**src/sv/lpbd_pkg.sv**
```systemverilog
// Package: shared types and codes of the LRU page-buffer directory.
`default_nettype none

package lpbd_pkg;

  localparam int TAG_W  = 16;
  localparam int SEL_W  = 4;
  localparam int FREE_W = 5;

  localparam logic [TAG_W-1:0]  EMPTY_TAG       = 16'hffff;
  localparam logic [FREE_W-1:0] FREE_NEEDED_RST = 5'd3;

  localparam logic [2:0] MODE_LOAD   = 3'd0;
  localparam logic [2:0] MODE_INIT   = 3'd1;
  localparam logic [2:0] MODE_LOCK   = 3'd2;
  localparam logic [2:0] MODE_UNLOCK = 3'd3;
  localparam logic [2:0] MODE_INVAL  = 3'd4;

  localparam logic [1:0] STAT_HIT  = 2'd0;
  localparam logic [1:0] STAT_MISS = 2'd1;
  localparam logic [1:0] STAT_FULL = 2'd2;
  localparam logic [1:0] STAT_DONE = 2'd3;

  localparam logic [1:0] KIND_NONE  = 2'd0;
  localparam logic [1:0] KIND_PROG  = 2'd1;
  localparam logic [1:0] KIND_ERASE = 2'd2;
  localparam logic [1:0] KIND_RELOC = 2'd3;

  typedef struct packed {
    logic [2:0]       mode;
    logic [TAG_W-1:0] page_tag;
    logic [TAG_W-1:0] owner_page;
    logic [SEL_W-1:0] slot_sel;
    logic [1:0]       kind_req;
  } in_word_t;

  typedef struct packed {
    logic [1:0]       status;
    logic [SEL_W-1:0] slot_index;
    logic [TAG_W-1:0] slot_owner;
    logic [1:0]       slot_kind;
    logic             slot_locked;
    logic             has_free;
  } out_word_t;

  typedef logic [FREE_W-1:0] cfg_word_t;

  typedef struct packed {
    logic [TAG_W-1:0] tag;
    logic [TAG_W-1:0] owner;
    logic [1:0]       kind;
  } slot_ent_t;

endpackage

`default_nettype wire

```
**src/sv/lpbd_if.sv**
```systemverilog
// Interfaces: request, result and configuration channels of the directory.
`default_nettype none

interface lpbd_in_if;
  logic               valid;
  logic               ready;
  lpbd_pkg::in_word_t data;
  modport source (output valid, output data, input ready);
  modport sink (input valid, input data, output ready);
endinterface

interface lpbd_out_if;
  logic                valid;
  logic                ready;
  lpbd_pkg::out_word_t data;
  modport source (output valid, output data, input ready);
  modport sink (input valid, input data, output ready);
endinterface

interface lpbd_cfg_if;
  logic                valid;
  logic                ready;
  lpbd_pkg::cfg_word_t data;
  modport source (output valid, output data, input ready);
  modport sink (input valid, input data, output ready);
endinterface

`default_nettype wire

```
**src/sv/lru_page_buffer_directory.sv**
```systemverilog
// Top level: LRU page-buffer directory with per-slot locks, memory based.
//
// Channels: in_ch takes one request word (load, init, lock, unlock,
// invalidate); out_ch returns exactly one result word per request; cfg_ch
// writes free_needed and is always ready. All use valid/ready handshakes.
// Slot tags, owners and kinds live in one memory, the recency order in a
// second one; lock flags and the unlocked-slot count sit in flip-flops.
// Load and init: a scan that reads one slot per cycle from both memories,
// a decide step, then for any hit or a load that fills a slot a
// move-to-front pass that handles one order position per cycle up to the
// slot's position, then a result step.
// Lock, unlock, invalidate: read-modify-write of one entry, then a result step.
// One request is in flight at a time; the next one is taken while the
// previous result still waits in the output register.
// After reset a clearing pass fills every slot of both memories; no
// request is taken during it, configuration writes are.
// A stalled receiver holds the result word; the block finishes its current
// request and then waits before loading the next result.
`default_nettype none

module lru_page_buffer_directory #(
  parameter int SLOTS = 16
) (
  input  logic              clk,
  input  logic              rst_n,
  lpbd_in_if.sink           in_ch,
  lpbd_out_if.source        out_ch,
  lpbd_cfg_if.sink          cfg_ch
);
  import lpbd_pkg::*;

  localparam int SW   = $clog2(SLOTS);
  localparam int RD_W = SW + 1;
  localparam int CW   = $clog2(SLOTS + 1);
  localparam int XW   = (SW + 1 > SEL_W) ? SW + 1 : SEL_W;
  localparam int NW   = (CW > FREE_W) ? CW : FREE_W;
  localparam logic [SW-1:0]   LAST    = SW'(SLOTS - 1);
  localparam logic [RD_W-1:0] RD_END  = RD_W'(SLOTS);
  localparam logic [XW-1:0]   SLOTS_X = XW'(SLOTS);

  typedef enum logic [6:0] {
    ST_CLEAR  = 7'b0000001,
    ST_IDLE   = 7'b0000010,
    ST_SCAN   = 7'b0000100,
    ST_DECIDE = 7'b0001000,
    ST_MTF    = 7'b0010000,
    ST_RMW    = 7'b0100000,
    ST_RESP   = 7'b1000000
  } state_t;

  // control registers
  state_t            state_r, state_nxt;
  logic [SW-1:0]     clr_cnt_r, clr_cnt_nxt;
  logic [FREE_W-1:0] free_needed_r, free_needed_nxt;
  logic [RD_W-1:0]   rd_cnt_r, rd_cnt_nxt;
  logic              chk_vld_r, chk_vld_nxt;
  logic              hit_r, hit_nxt;
  logic              vic_r, vic_nxt;
  logic [RD_W-1:0]   mtf_rd_r, mtf_rd_nxt;
  logic              mtf_dv_r, mtf_dv_nxt;
  logic [SLOTS-1:0]  lock_r, lock_nxt;
  logic [CW-1:0]     free_cnt_r, free_cnt_nxt;
  logic              out_valid_r, out_valid_nxt;

  // payload registers
  in_word_t          req_r, req_nxt;
  logic              sel_ok_r, sel_ok_nxt;
  logic [SW-1:0]     chk_idx_r, chk_idx_nxt;
  logic [SW-1:0]     hit_slot_r, hit_slot_nxt;
  logic [TAG_W-1:0]  hit_owner_r, hit_owner_nxt;
  logic [1:0]        hit_kind_r, hit_kind_nxt;
  logic [SW-1:0]     vic_slot_r, vic_slot_nxt;
  logic [SW-1:0]     mtf_slot_r, mtf_slot_nxt;
  logic [SW-1:0]     carry_r, carry_nxt;
  logic [SW-1:0]     mtf_wp_r, mtf_wp_nxt;
  logic [1:0]        res_status_r, res_status_nxt;
  logic [SEL_W-1:0]  res_idx_r, res_idx_nxt;
  logic [TAG_W-1:0]  res_owner_r, res_owner_nxt;
  logic [1:0]        res_kind_r, res_kind_nxt;
  logic              res_lock_r, res_lock_nxt;
  out_word_t         out_data_r, out_data_nxt;

  // memories
  slot_ent_t         slot_mem [SLOTS];
  logic [SW-1:0]     order_mem [SLOTS];
  slot_ent_t         sm_rdata_r;
  logic [SW-1:0]     om_rdata_r;
  logic              sm_we, sm_re, om_we, om_re;
  logic [SW-1:0]     sm_waddr, sm_raddr, om_waddr, om_raddr;
  slot_ent_t         sm_wdata;
  logic [SW-1:0]     om_wdata;

  logic              lk_we, lk_val;
  logic [SW-1:0]     lk_idx;

  logic [XW-1:0]     in_sel_x, req_sel_x, hit_x, vic_x;
  logic [SW-1:0]     req_sel_a;
  logic              has_free;

  assign in_sel_x  = XW'(in_ch.data.slot_sel);
  assign req_sel_x = XW'(req_r.slot_sel);
  assign req_sel_a = req_sel_x[SW-1:0];
  assign hit_x     = XW'(hit_slot_r);
  assign vic_x     = XW'(vic_slot_r);
  assign has_free  = NW'(free_cnt_r) >= NW'(free_needed_r);

  assign in_ch.ready  = (state_r == ST_IDLE);
  assign cfg_ch.ready = 1'b1;
  assign out_ch.valid = out_valid_r;
  assign out_ch.data  = out_data_r;

  always_ff @(posedge clk) begin
    if (sm_we) begin
      slot_mem[sm_waddr] <= sm_wdata;
    end
    if (sm_re) begin
      sm_rdata_r <= slot_mem[sm_raddr];
    end
  end

  always_ff @(posedge clk) begin
    if (om_we) begin
      order_mem[om_waddr] <= om_wdata;
    end
    if (om_re) begin
      om_rdata_r <= order_mem[om_raddr];
    end
  end

  always_comb begin
    slot_ent_t  rmw_ent;
    logic [1:0] rmw_kind;
    logic       rmw_lock;
    logic       rmw_wr;
    logic       is_init;

    state_nxt       = state_r;
    clr_cnt_nxt     = clr_cnt_r;
    free_needed_nxt = free_needed_r;
    rd_cnt_nxt      = rd_cnt_r;
    chk_vld_nxt     = 1'b0;
    hit_nxt         = hit_r;
    vic_nxt         = vic_r;
    mtf_rd_nxt      = mtf_rd_r;
    mtf_dv_nxt      = 1'b0;
    lock_nxt        = lock_r;
    free_cnt_nxt    = free_cnt_r;
    out_valid_nxt   = out_valid_r;
    req_nxt         = req_r;
    sel_ok_nxt      = sel_ok_r;
    chk_idx_nxt     = chk_idx_r;
    hit_slot_nxt    = hit_slot_r;
    hit_owner_nxt   = hit_owner_r;
    hit_kind_nxt    = hit_kind_r;
    vic_slot_nxt    = vic_slot_r;
    mtf_slot_nxt    = mtf_slot_r;
    carry_nxt       = carry_r;
    mtf_wp_nxt      = mtf_wp_r;
    res_status_nxt  = res_status_r;
    res_idx_nxt     = res_idx_r;
    res_owner_nxt   = res_owner_r;
    res_kind_nxt    = res_kind_r;
    res_lock_nxt    = res_lock_r;
    out_data_nxt    = out_data_r;

    sm_we    = 1'b0;
    sm_waddr = '0;
    sm_wdata = '{tag: EMPTY_TAG, owner: EMPTY_TAG, kind: KIND_NONE};
    sm_re    = 1'b0;
    sm_raddr = '0;
    om_we    = 1'b0;
    om_waddr = '0;
    om_wdata = '0;
    om_re    = 1'b0;
    om_raddr = '0;
    lk_we    = 1'b0;
    lk_idx   = '0;
    lk_val   = 1'b0;

    rmw_ent  = sm_rdata_r;
    rmw_kind = sm_rdata_r.kind;
    rmw_lock = lock_r[req_sel_a];
    rmw_wr   = 1'b0;
    is_init  = (req_r.mode == MODE_INIT);

    if (cfg_ch.valid) begin
      free_needed_nxt = cfg_ch.data;
    end
    if (out_ch.ready) begin
      out_valid_nxt = 1'b0;
    end

    case (state_r)
      ST_CLEAR: begin
        sm_we       = 1'b1;
        sm_waddr    = clr_cnt_r;
        om_we       = 1'b1;
        om_waddr    = clr_cnt_r;
        om_wdata    = clr_cnt_r;
        clr_cnt_nxt = clr_cnt_r + 1'b1;
        if (clr_cnt_r == LAST) begin
          state_nxt = ST_IDLE;
        end
      end
      ST_IDLE: begin
        if (in_ch.valid) begin
          req_nxt = in_ch.data;
          if (in_ch.data.mode == MODE_LOAD || in_ch.data.mode == MODE_INIT) begin
            rd_cnt_nxt = '0;
            hit_nxt    = 1'b0;
            vic_nxt    = 1'b0;
            state_nxt  = ST_SCAN;
          end else begin
            sel_ok_nxt = in_sel_x < SLOTS_X;
            sm_re      = in_sel_x < SLOTS_X;
            sm_raddr   = in_sel_x[SW-1:0];
            state_nxt  = ST_RMW;
          end
        end
      end
      ST_SCAN: begin
        // walk tags upward and the order list from its tail
        if (rd_cnt_r < RD_END) begin
          sm_re       = 1'b1;
          sm_raddr    = rd_cnt_r[SW-1:0];
          om_re       = 1'b1;
          om_raddr    = LAST - rd_cnt_r[SW-1:0];
          rd_cnt_nxt  = rd_cnt_r + 1'b1;
          chk_vld_nxt = 1'b1;
          chk_idx_nxt = rd_cnt_r[SW-1:0];
        end
        if (chk_vld_r) begin
          if (!hit_r && req_r.page_tag != EMPTY_TAG && sm_rdata_r.tag == req_r.page_tag) begin
            hit_nxt       = 1'b1;
            hit_slot_nxt  = chk_idx_r;
            hit_owner_nxt = sm_rdata_r.owner;
            hit_kind_nxt  = sm_rdata_r.kind;
          end
          if (!vic_r && !lock_r[om_rdata_r]) begin
            vic_nxt      = 1'b1;
            vic_slot_nxt = om_rdata_r;
          end
          if (chk_idx_r == LAST) begin
            state_nxt = ST_DECIDE;
          end
        end
      end
      ST_DECIDE: begin
        mtf_rd_nxt = '0;
        if (hit_r) begin
          res_status_nxt = STAT_HIT;
          res_idx_nxt    = hit_x[SEL_W-1:0];
          res_owner_nxt  = hit_owner_r;
          res_kind_nxt   = hit_kind_r;
          res_lock_nxt   = lock_r[hit_slot_r];
          mtf_slot_nxt   = hit_slot_r;
          carry_nxt      = hit_slot_r;
          state_nxt      = ST_MTF;
        end else if (vic_r) begin
          sm_we          = 1'b1;
          sm_waddr       = vic_slot_r;
          sm_wdata       = '{tag: req_r.page_tag, owner: req_r.owner_page,
                             kind: is_init ? KIND_ERASE : KIND_NONE};
          lk_we          = 1'b1;
          lk_idx         = vic_slot_r;
          lk_val         = is_init;
          res_status_nxt = STAT_MISS;
          res_idx_nxt    = vic_x[SEL_W-1:0];
          res_owner_nxt  = req_r.owner_page;
          res_kind_nxt   = is_init ? KIND_ERASE : KIND_NONE;
          res_lock_nxt   = is_init;
          mtf_slot_nxt   = vic_slot_r;
          carry_nxt      = vic_slot_r;
          state_nxt      = is_init ? ST_RESP : ST_MTF;
        end else begin
          res_status_nxt = STAT_FULL;
          res_idx_nxt    = '0;
          res_owner_nxt  = '0;
          res_kind_nxt   = KIND_NONE;
          res_lock_nxt   = 1'b0;
          state_nxt      = ST_RESP;
        end
      end
      ST_MTF: begin
        // shift entries down one place until the moved slot is passed
        if (mtf_rd_r < RD_END) begin
          om_re      = 1'b1;
          om_raddr   = mtf_rd_r[SW-1:0];
          mtf_rd_nxt = mtf_rd_r + 1'b1;
          mtf_dv_nxt = 1'b1;
          mtf_wp_nxt = mtf_rd_r[SW-1:0];
        end
        if (mtf_dv_r) begin
          om_we     = 1'b1;
          om_waddr  = mtf_wp_r;
          om_wdata  = carry_r;
          carry_nxt = om_rdata_r;
          if (om_rdata_r == mtf_slot_r) begin
            mtf_dv_nxt = 1'b0;
            state_nxt  = ST_RESP;
          end
        end
      end
      ST_RMW: begin
        case (req_r.mode)
          MODE_LOCK: begin
            rmw_lock = 1'b1;
            rmw_wr   = 1'b1;
            if (req_r.kind_req == KIND_PROG) begin
              if (sm_rdata_r.kind == KIND_NONE) begin
                rmw_kind = KIND_PROG;
              end
            end else if (req_r.kind_req != KIND_NONE) begin
              rmw_kind = req_r.kind_req;
            end
          end
          MODE_UNLOCK: begin
            rmw_lock = 1'b0;
            rmw_kind = KIND_NONE;
            rmw_wr   = 1'b1;
          end
          MODE_INVAL: begin
            rmw_ent.tag = EMPTY_TAG;
            rmw_lock    = 1'b0;
            rmw_wr      = 1'b1;
          end
          default: begin
            rmw_wr = 1'b0;
          end
        endcase
        rmw_ent.kind   = rmw_kind;
        res_status_nxt = STAT_DONE;
        res_idx_nxt    = req_r.slot_sel;
        if (sel_ok_r) begin
          sm_we         = rmw_wr;
          sm_waddr      = req_sel_a;
          sm_wdata      = rmw_ent;
          lk_we         = rmw_wr;
          lk_idx        = req_sel_a;
          lk_val        = rmw_lock;
          res_owner_nxt = sm_rdata_r.owner;
          res_kind_nxt  = rmw_kind;
          res_lock_nxt  = rmw_lock;
        end else begin
          res_owner_nxt = '0;
          res_kind_nxt  = KIND_NONE;
          res_lock_nxt  = 1'b0;
        end
        state_nxt = ST_RESP;
      end
      ST_RESP: begin
        if (!out_valid_r || out_ch.ready) begin
          out_valid_nxt = 1'b1;
          out_data_nxt  = '{status: res_status_r, slot_index: res_idx_r,
                            slot_owner: res_owner_r, slot_kind: res_kind_r,
                            slot_locked: res_lock_r, has_free: has_free};
          state_nxt     = ST_IDLE;
        end
      end
      default: begin
        state_nxt = ST_IDLE;
      end
    endcase

    if (lk_we) begin
      lock_nxt[lk_idx] = lk_val;
      if (lock_r[lk_idx] && !lk_val) begin
        free_cnt_nxt = free_cnt_r + 1'b1;
      end else if (!lock_r[lk_idx] && lk_val) begin
        free_cnt_nxt = free_cnt_r - 1'b1;
      end
    end
  end

  always_ff @(posedge clk) begin
    if (!rst_n) begin
      state_r       <= ST_CLEAR;
      clr_cnt_r     <= '0;
      free_needed_r <= FREE_NEEDED_RST;
      rd_cnt_r      <= '0;
      chk_vld_r     <= 1'b0;
      hit_r         <= 1'b0;
      vic_r         <= 1'b0;
      mtf_rd_r      <= '0;
      mtf_dv_r      <= 1'b0;
      lock_r        <= '0;
      free_cnt_r    <= CW'(SLOTS);
      out_valid_r   <= 1'b0;
    end else begin
      state_r       <= state_nxt;
      clr_cnt_r     <= clr_cnt_nxt;
      free_needed_r <= free_needed_nxt;
      rd_cnt_r      <= rd_cnt_nxt;
      chk_vld_r     <= chk_vld_nxt;
      hit_r         <= hit_nxt;
      vic_r         <= vic_nxt;
      mtf_rd_r      <= mtf_rd_nxt;
      mtf_dv_r      <= mtf_dv_nxt;
      lock_r        <= lock_nxt;
      free_cnt_r    <= free_cnt_nxt;
      out_valid_r   <= out_valid_nxt;
    end
  end

  always_ff @(posedge clk) begin
    req_r        <= req_nxt;
    sel_ok_r     <= sel_ok_nxt;
    chk_idx_r    <= chk_idx_nxt;
    hit_slot_r   <= hit_slot_nxt;
    hit_owner_r  <= hit_owner_nxt;
    hit_kind_r   <= hit_kind_nxt;
    vic_slot_r   <= vic_slot_nxt;
    mtf_slot_r   <= mtf_slot_nxt;
    carry_r      <= carry_nxt;
    mtf_wp_r     <= mtf_wp_nxt;
    res_status_r <= res_status_nxt;
    res_idx_r    <= res_idx_nxt;
    res_owner_r  <= res_owner_nxt;
    res_kind_r   <= res_kind_nxt;
    res_lock_r   <= res_lock_nxt;
    out_data_r   <= out_data_nxt;
  end

endmodule

`default_nettype wire

```
**src/flat_wrapper.sv**
```systemverilog
// flat-port wrapper written by rule: the top's interface ports become plain ports
module lru_page_buffer_directory_flat import lpbd_pkg::*;
#(
  parameter int SLOTS = 16
)
  (clk, rst_n, in_ch_valid, in_ch_data, in_ch_ready, out_ch_valid, out_ch_data, out_ch_ready, cfg_ch_valid, cfg_ch_data, cfg_ch_ready);
  lpbd_in_if in_ch_i ();
  lpbd_out_if out_ch_i ();
  lpbd_cfg_if cfg_ch_i ();
  input  logic clk;
  input  logic rst_n;
  input wire logic [$bits(in_ch_i.valid)-1:0] in_ch_valid;
  input wire logic [$bits(in_ch_i.data)-1:0] in_ch_data;
  output wire logic [$bits(in_ch_i.ready)-1:0] in_ch_ready;
  output wire logic [$bits(out_ch_i.valid)-1:0] out_ch_valid;
  output wire logic [$bits(out_ch_i.data)-1:0] out_ch_data;
  input wire logic [$bits(out_ch_i.ready)-1:0] out_ch_ready;
  input wire logic [$bits(cfg_ch_i.valid)-1:0] cfg_ch_valid;
  input wire logic [$bits(cfg_ch_i.data)-1:0] cfg_ch_data;
  output wire logic [$bits(cfg_ch_i.ready)-1:0] cfg_ch_ready;
  assign in_ch_i.valid = in_ch_valid;
  assign in_ch_i.data = in_ch_data;
  assign in_ch_ready = in_ch_i.ready;
  assign out_ch_valid = out_ch_i.valid;
  assign out_ch_data = out_ch_i.data;
  assign out_ch_i.ready = out_ch_ready;
  assign cfg_ch_i.valid = cfg_ch_valid;
  assign cfg_ch_i.data = cfg_ch_data;
  assign cfg_ch_ready = cfg_ch_i.ready;
  lru_page_buffer_directory #(.SLOTS(SLOTS)) u_core (.clk(clk), .rst_n(rst_n), .in_ch(in_ch_i), .out_ch(out_ch_i), .cfg_ch(cfg_ch_i));
endmodule
```
**config.mk**
```make
export PLATFORM = sky130hd
export DESIGN_NAME = lru_page_buffer_directory_flat
export DESIGN_NICKNAME = d
export VERILOG_FILES = /design/src/sv/lpbd_pkg.sv /design/src/sv/lpbd_if.sv /design/src/sv/lru_page_buffer_directory.sv /design/src/flat_wrapper.sv
export SDC_FILE = /design/constraint.sdc
export NUM_CORES = 1
export LEC_CHECK = 0
export CAP_MARGIN = 20
export CORE_MARGIN = 3
export CORE_UTILIZATION = 30
export DETAILED_ROUTE_END_ITERATION = 8
export DONT_BUFFER_PORTS = 1
export HOLD_SLACK_MARGIN = 0.02
export PLACE_DENSITY = 0.49
export SKIP_LAST_GASP = 1
export SYNTH_ARGS = -nofsm -noshare
export SYNTH_HDL_FRONTEND = slang
export SYNTH_SLANG_ARGS = --single-unit
```
**constraint.sdc**
```tcl
create_clock -name clk -period 7.1 [get_ports clk]
set_input_delay 0.355 -clock clk [delete_from_list [all_inputs] [get_ports clk]]
set_output_delay 0.355 -clock clk [all_outputs]
set_load 0.05 [all_outputs]
```
Word level (Yosys, flattened, before mapping)
Memory sizes are Yosys's and may differ from the RTL's. A register that Yosys moved wholly into a read port is not among the register bits. Index checks and enable logic that the tools add are counted.

Output and inout bits: 29. RAM bits: 608. Memories kept: 2. Register bits after elaboration: 187.

Add/sub/neg operators: 6. Eq/ne operators: 31. Reductions and logical operators: 41. Bitwise operators: 1. Mux-type cells: 112. $lt $le $gt $ge: 9.

Memories: u_core.slot_mem (words 16, bits a word 34, rd ports 1, clocked after Yosys merged registers in 1, wr ports 1, RTL line lru_page_buffer_directory.sv:84) `slot_ent_t slot_mem [SLOTS];`; u_core.order_mem (words 16, bits a word 4, rd ports 1, clocked after Yosys merged registers in 1, wr ports 1, RTL line lru_page_buffer_directory.sv:85) `logic [SW-1:0] order_mem [SLOTS];`.

Operator list (count): $mux W34 (3); $mux W7 (10); $pmux W34 S2 (1); $mux W16 (4); $mux W4 (14); $pmux W4 S2 (7); $pmux W7 S7 (1); $mux W1 (33); $pmux W16 S2 (1); $mux W5 (6); $lt A4 B5 Y1 const B (5); $ne A2 B1 Y1 const B (11); $pmux W5 S2 (2); $mux W2 (9); $pmux W1 S2 (9); $reduce_and A2 Y1 (9); $bmux W1 S4 (4); $bwmux W16 (1); $eq A16 B16 Y1 (1); $ne A16 B16 Y1 const B (1); $add A5 B1 Y5 const B (3); $pmux W2 S2 (3); $pmux W4 S3 (1); $reduce_and A3 Y1 (4); other kinds (36) (57).

Depth between registers and ports, before layout
Depth after elaboration: 9. Gate-level depth with buffers: 17. Gate-level depth less buffers: 15.

Least setup slack after synthesis
No wires, ideal clock.

Path kind: reg2reg. From: register u_core.state_r[5]. To: register u_core.hit_kind_r[0] (enable). Buffers on the path: 1. Stages on the path, launching flop included: 8. Data required time: 6.640 ns. Path slack: 2.959 ns. Data arrival time: 3.681 ns. Cells stage by stage: dfxtp_1 > nor3_2 > buf_2 > and2_1 > nand2_1 > nor4_1 > nand4_1 > nor4_1.

Longest elaborated chain between the ends: 2.

RTL lines: start, declared (RTL line lru_page_buffer_directory.sv:52) `state_t state_r, state_nxt;`; start signal, assigned (RTL line lru_page_buffer_directory.sv:390) `state_r <= state_nxt;`; $eq A7 B3 Y1 (RTL line lru_page_buffer_directory.sv:193) `case (state_r)`; $reduce_and A3 Y1 (no source line); end signal, assigned (RTL line lru_page_buffer_directory.sv:411) `hit_kind_r <= hit_kind_nxt;`; end, declared (RTL line lru_page_buffer_directory.sv:71) `logic [1:0] hit_kind_r, hit_kind_nxt;`.

Every way passes these cells. A chain may end at the register's enable or synchronous reset.

Worst setup path after layout
From: register u_core.state_r[5]. To: register, netlist name u_core.sm_rdata_r[6].

Longest elaborated chain between the ends: 2. Elaborated cells on any way between the ends: 4. Those cells by class: eq/ne (2); mux (2).

RTL lines: $eq A7 B2 Y1 *; net in_ch_ready (RTL line flat_wrapper.sv:14) `output wire logic [$bits(in_ch_i.ready)-1:0] in_ch_ready;`; $pmux W4 S2 or $pmux W1 S2 (tied branches) (RTL line lru_page_buffer_directory.sv:193).

The timed path passes the listed nets; every way through them passes the cells marked *.

==> results.cfg <==
[outcome]
status = finished, final reports clean

[routing]
antenna_left = 0
routed_wl_um = 90000
firstDrtPassIters = 6
post_drt_wl_per_cell_um = 24.0
vias_per_cell = 5.11
drc = 0
drtIter0Drc = 1591
vias = 19128

[sta]
min_period_over_period_pct = 64.6
fin_crit_ps = 4580
rsz0062_at_grt = no
tightest_slew_ps = 1200
fin_setup_tns_ps = 0
holdWs_ps = 188
max_slew_margin_pct = 19.6
hold_violations = 0
finalSetupViolations = 0
timing.fmax_mhz = 218
final.setup_skew_ps = 30.1
maxSlewViolCount = 0

[global_routing]
grt_start_max_net_pins = 139
grtUsageTotal_pct = 15.2
grt_antenna_before_repair = 2
grt_pass1_wl_um = 132000
grt_pass1_vias = 19055
grt_overflow = 0

[clock_tree]
htree_levels = 3
clock_latency_ps = 660
clockBufferDepth = 3
cts_made_buffers = 89
cts_tree = built
clock-sinks = 832
postCtsSetupBuffers = 0
cts_root_buf = clkbuf_16
clk_pin_slew_ps = 60

[placement]
place.gp.congestion = 0.868
portBuffers = 0
hpwl_um = 52200

[power_and_ir_drop]
switching_power_w = 0.00271
p_int_w = 0.00873
swShare_pct = 23.7
max-vdd-ir-drop_v = 0.000207
clkPwrFrac_pct = 42.3
power_w = 0.0114
power_density_nw_per_um2 = 294
power_frac_seq_pct = 49.7
p_comb_share_pct = 8.0
leakage_nw = 13.5

[critical_path]
start_kind = flop
cp_max_fo = 71
worstSetupPathType = flop to flop
crit_arrival_ps = 4970
crit_required_ps = 7490
reg2reg_depth = 8
critPathCaptureType = flop

[floorplan]
die_area_um2 = 115000
core_um2 = 109000
row_count = 121
die_h_um = 339
start_util_pct = 30.4
die-width_um = 339
ios = 80

[final_layout]
layout.nets = 2256
layout-drive-gt1-share_pct = 11.7
post-route-util_pct = 35.5
synthToLayoutAreaGrowth_pct = 16.7
antenna_cells = 0

[logic_synthesis]
synthCells = 2111
synthTopCellsByArea = edfxtp_1 70%, mux2i_1 7.2%, dfxtp_1 3.1%
synth_nets = 2175
async_flop_share_pct = 0
syn-cell-area_um2 = 33300
ys_seq_area_share_pct = 73.5
synth_most_common_cell = edfxtp_1
synth_edf_count = 780
ys_seq_elements = 832
ys_dominant_reg_cell = edfxtp_1
synth_top_area_share_pct = 70.4
yosys_warnings = 0
synth_commonest_cells = 780 x edfxtp_1, 238 x mux2i_1, 178 x nor2_1
synth_top_cell_by_area = edfxtp_1
avgSynthCellArea_um2 = 15.8
synth_cell_types = 77

[run]
cap_violations = 0

[hold_path]
hold_depth = 2
min_path_type = primary input to flop
sequential cells by signal, summed over array words and instances (netlist names), 4 cells and up:
name	flops
u_core.hit_slot_r	4
u_core.res_owner_r	16
u_core.mtf_rd_r	5
u_core.vic_slot_r	4
u_core.slot_mem	544
u_core.req_sel_a	4
u_core.res_idx_r	4
u_core.om_rdata_r	4
u_core.state_r	7
u_core.mtf_slot_r	4
u_core.free_cnt_r	5
u_core.lock_r	16
u_core.clr_cnt_r	4
u_core.free_needed_r	5
u_core.mtf_wp_r	4
u_core.req_r	37
u_core.carry_r	4
u_core.hit_owner_r	16
u_core.chk_idx_r	4
u_core.rd_cnt_r	5
u_core.out_ch.data	26
u_core.order_mem	64
u_core.sm_rdata_r	34
final timing paths:
path | start | end | slack, ps
worst min-delay path | rst_n | u_core.free_needed_r[4] | 190
worst max-delay path | u_core.state_r[5] | u_core.sm_rdata_r[6] | 2520
worst min register to register | u_core.res_status_r[0] | u_core.out_ch.data[24] | 420
worst max register to register | u_core.state_r[5] | u_core.sm_rdata_r[6] | 2520
per-layer routing:
metal | routed length (um) | vias up | part of all wire, % | global-route usage (%)
li1 | - | 8480 | - | -
met1 | 40900 | 9888 | 45 | 21.2
met2 | 42500 | 634 | 47 | 24.8
met3 | 4740 | 124 | 5.3 | 2.20
met4 | 1790 | 2 | 2.0 | 4.43
met5 | 14 | - | 0.016 | 0
placed cells by master, fill, tap and decap left out, types with 43 or more instances in the layout:
master         instances
nor2_1               162
a211oi_1              43
dfxtp_1               52
clkbuf_16             90
edfxtp_1             780
mux2i_1              238
dlygate4sd3_1         50
nand2_1              100
a21oi_1               93
o22ai_1              109
per-stage QoR:
step                instances  area [um^2]  worst slack, ps
global placement         3516        35100             2630
floorplan                2111        33300             2960
detailed placement       3520        35200             2580
finish                   3743        38900             2520
CTS                      3736        38800             2550
global route             3743        38900             2200
power groups by stage:
stage	sequential (W)	clock, W	combinational [W]
floorplan	0.00574	0	0.000537
global placement	0.00578	0	0.000876
detailed placement	0.00579	0	0.000885
CTS	0.00568	0.00495	0.000916
global route	0.00570	0.00517	0.000975
finish	0.00568	0.00484	0.000913
cell type report:
cell class              count  area (um^2)
multi-input cells        1145         8390
fillers                 10288        70600
repair buffers            101          992
inverters                  23         86.3
well taps                1476         1850
flip-flops and latches    832        24500
clock inverters            59          734
clock buffers             107         2360
kinds of logic (layout without fill, tap and decap cells):
family,Yosys count,count (layout),share of synthesized area [%]
flip-flops,832,832,73.5
AND/OR/NAND/NOR,416,416,6.04
AO/OA/AOI/OAI,415,415,8.49
multiplexers,267,267,8.63
buffers and inverters,134,290,1.96
XOR/XNOR,33,33,0.868
adder cells (fa/ha/maj),13,13,0.511
other,1,1,0.0113
critical path, cell delays in order (launching register included):
cell	delay, ps
dfxtp_1	390
nor3_2	750
nand2_1	280
inv_2	440
a32o_4	900
buf_12	490
mux2i_1	270
o22ai_1	100
or4_1	530
timing repair:
| item | 4_1_cts | 5_1_grt |
|---|---|---|
| resized for setup | 0 | 0 |
| hold buffers | 50 | 0 |
| endpoints found under the hold margin | 65 | 0 |
(Power assumes the default switching activity.)
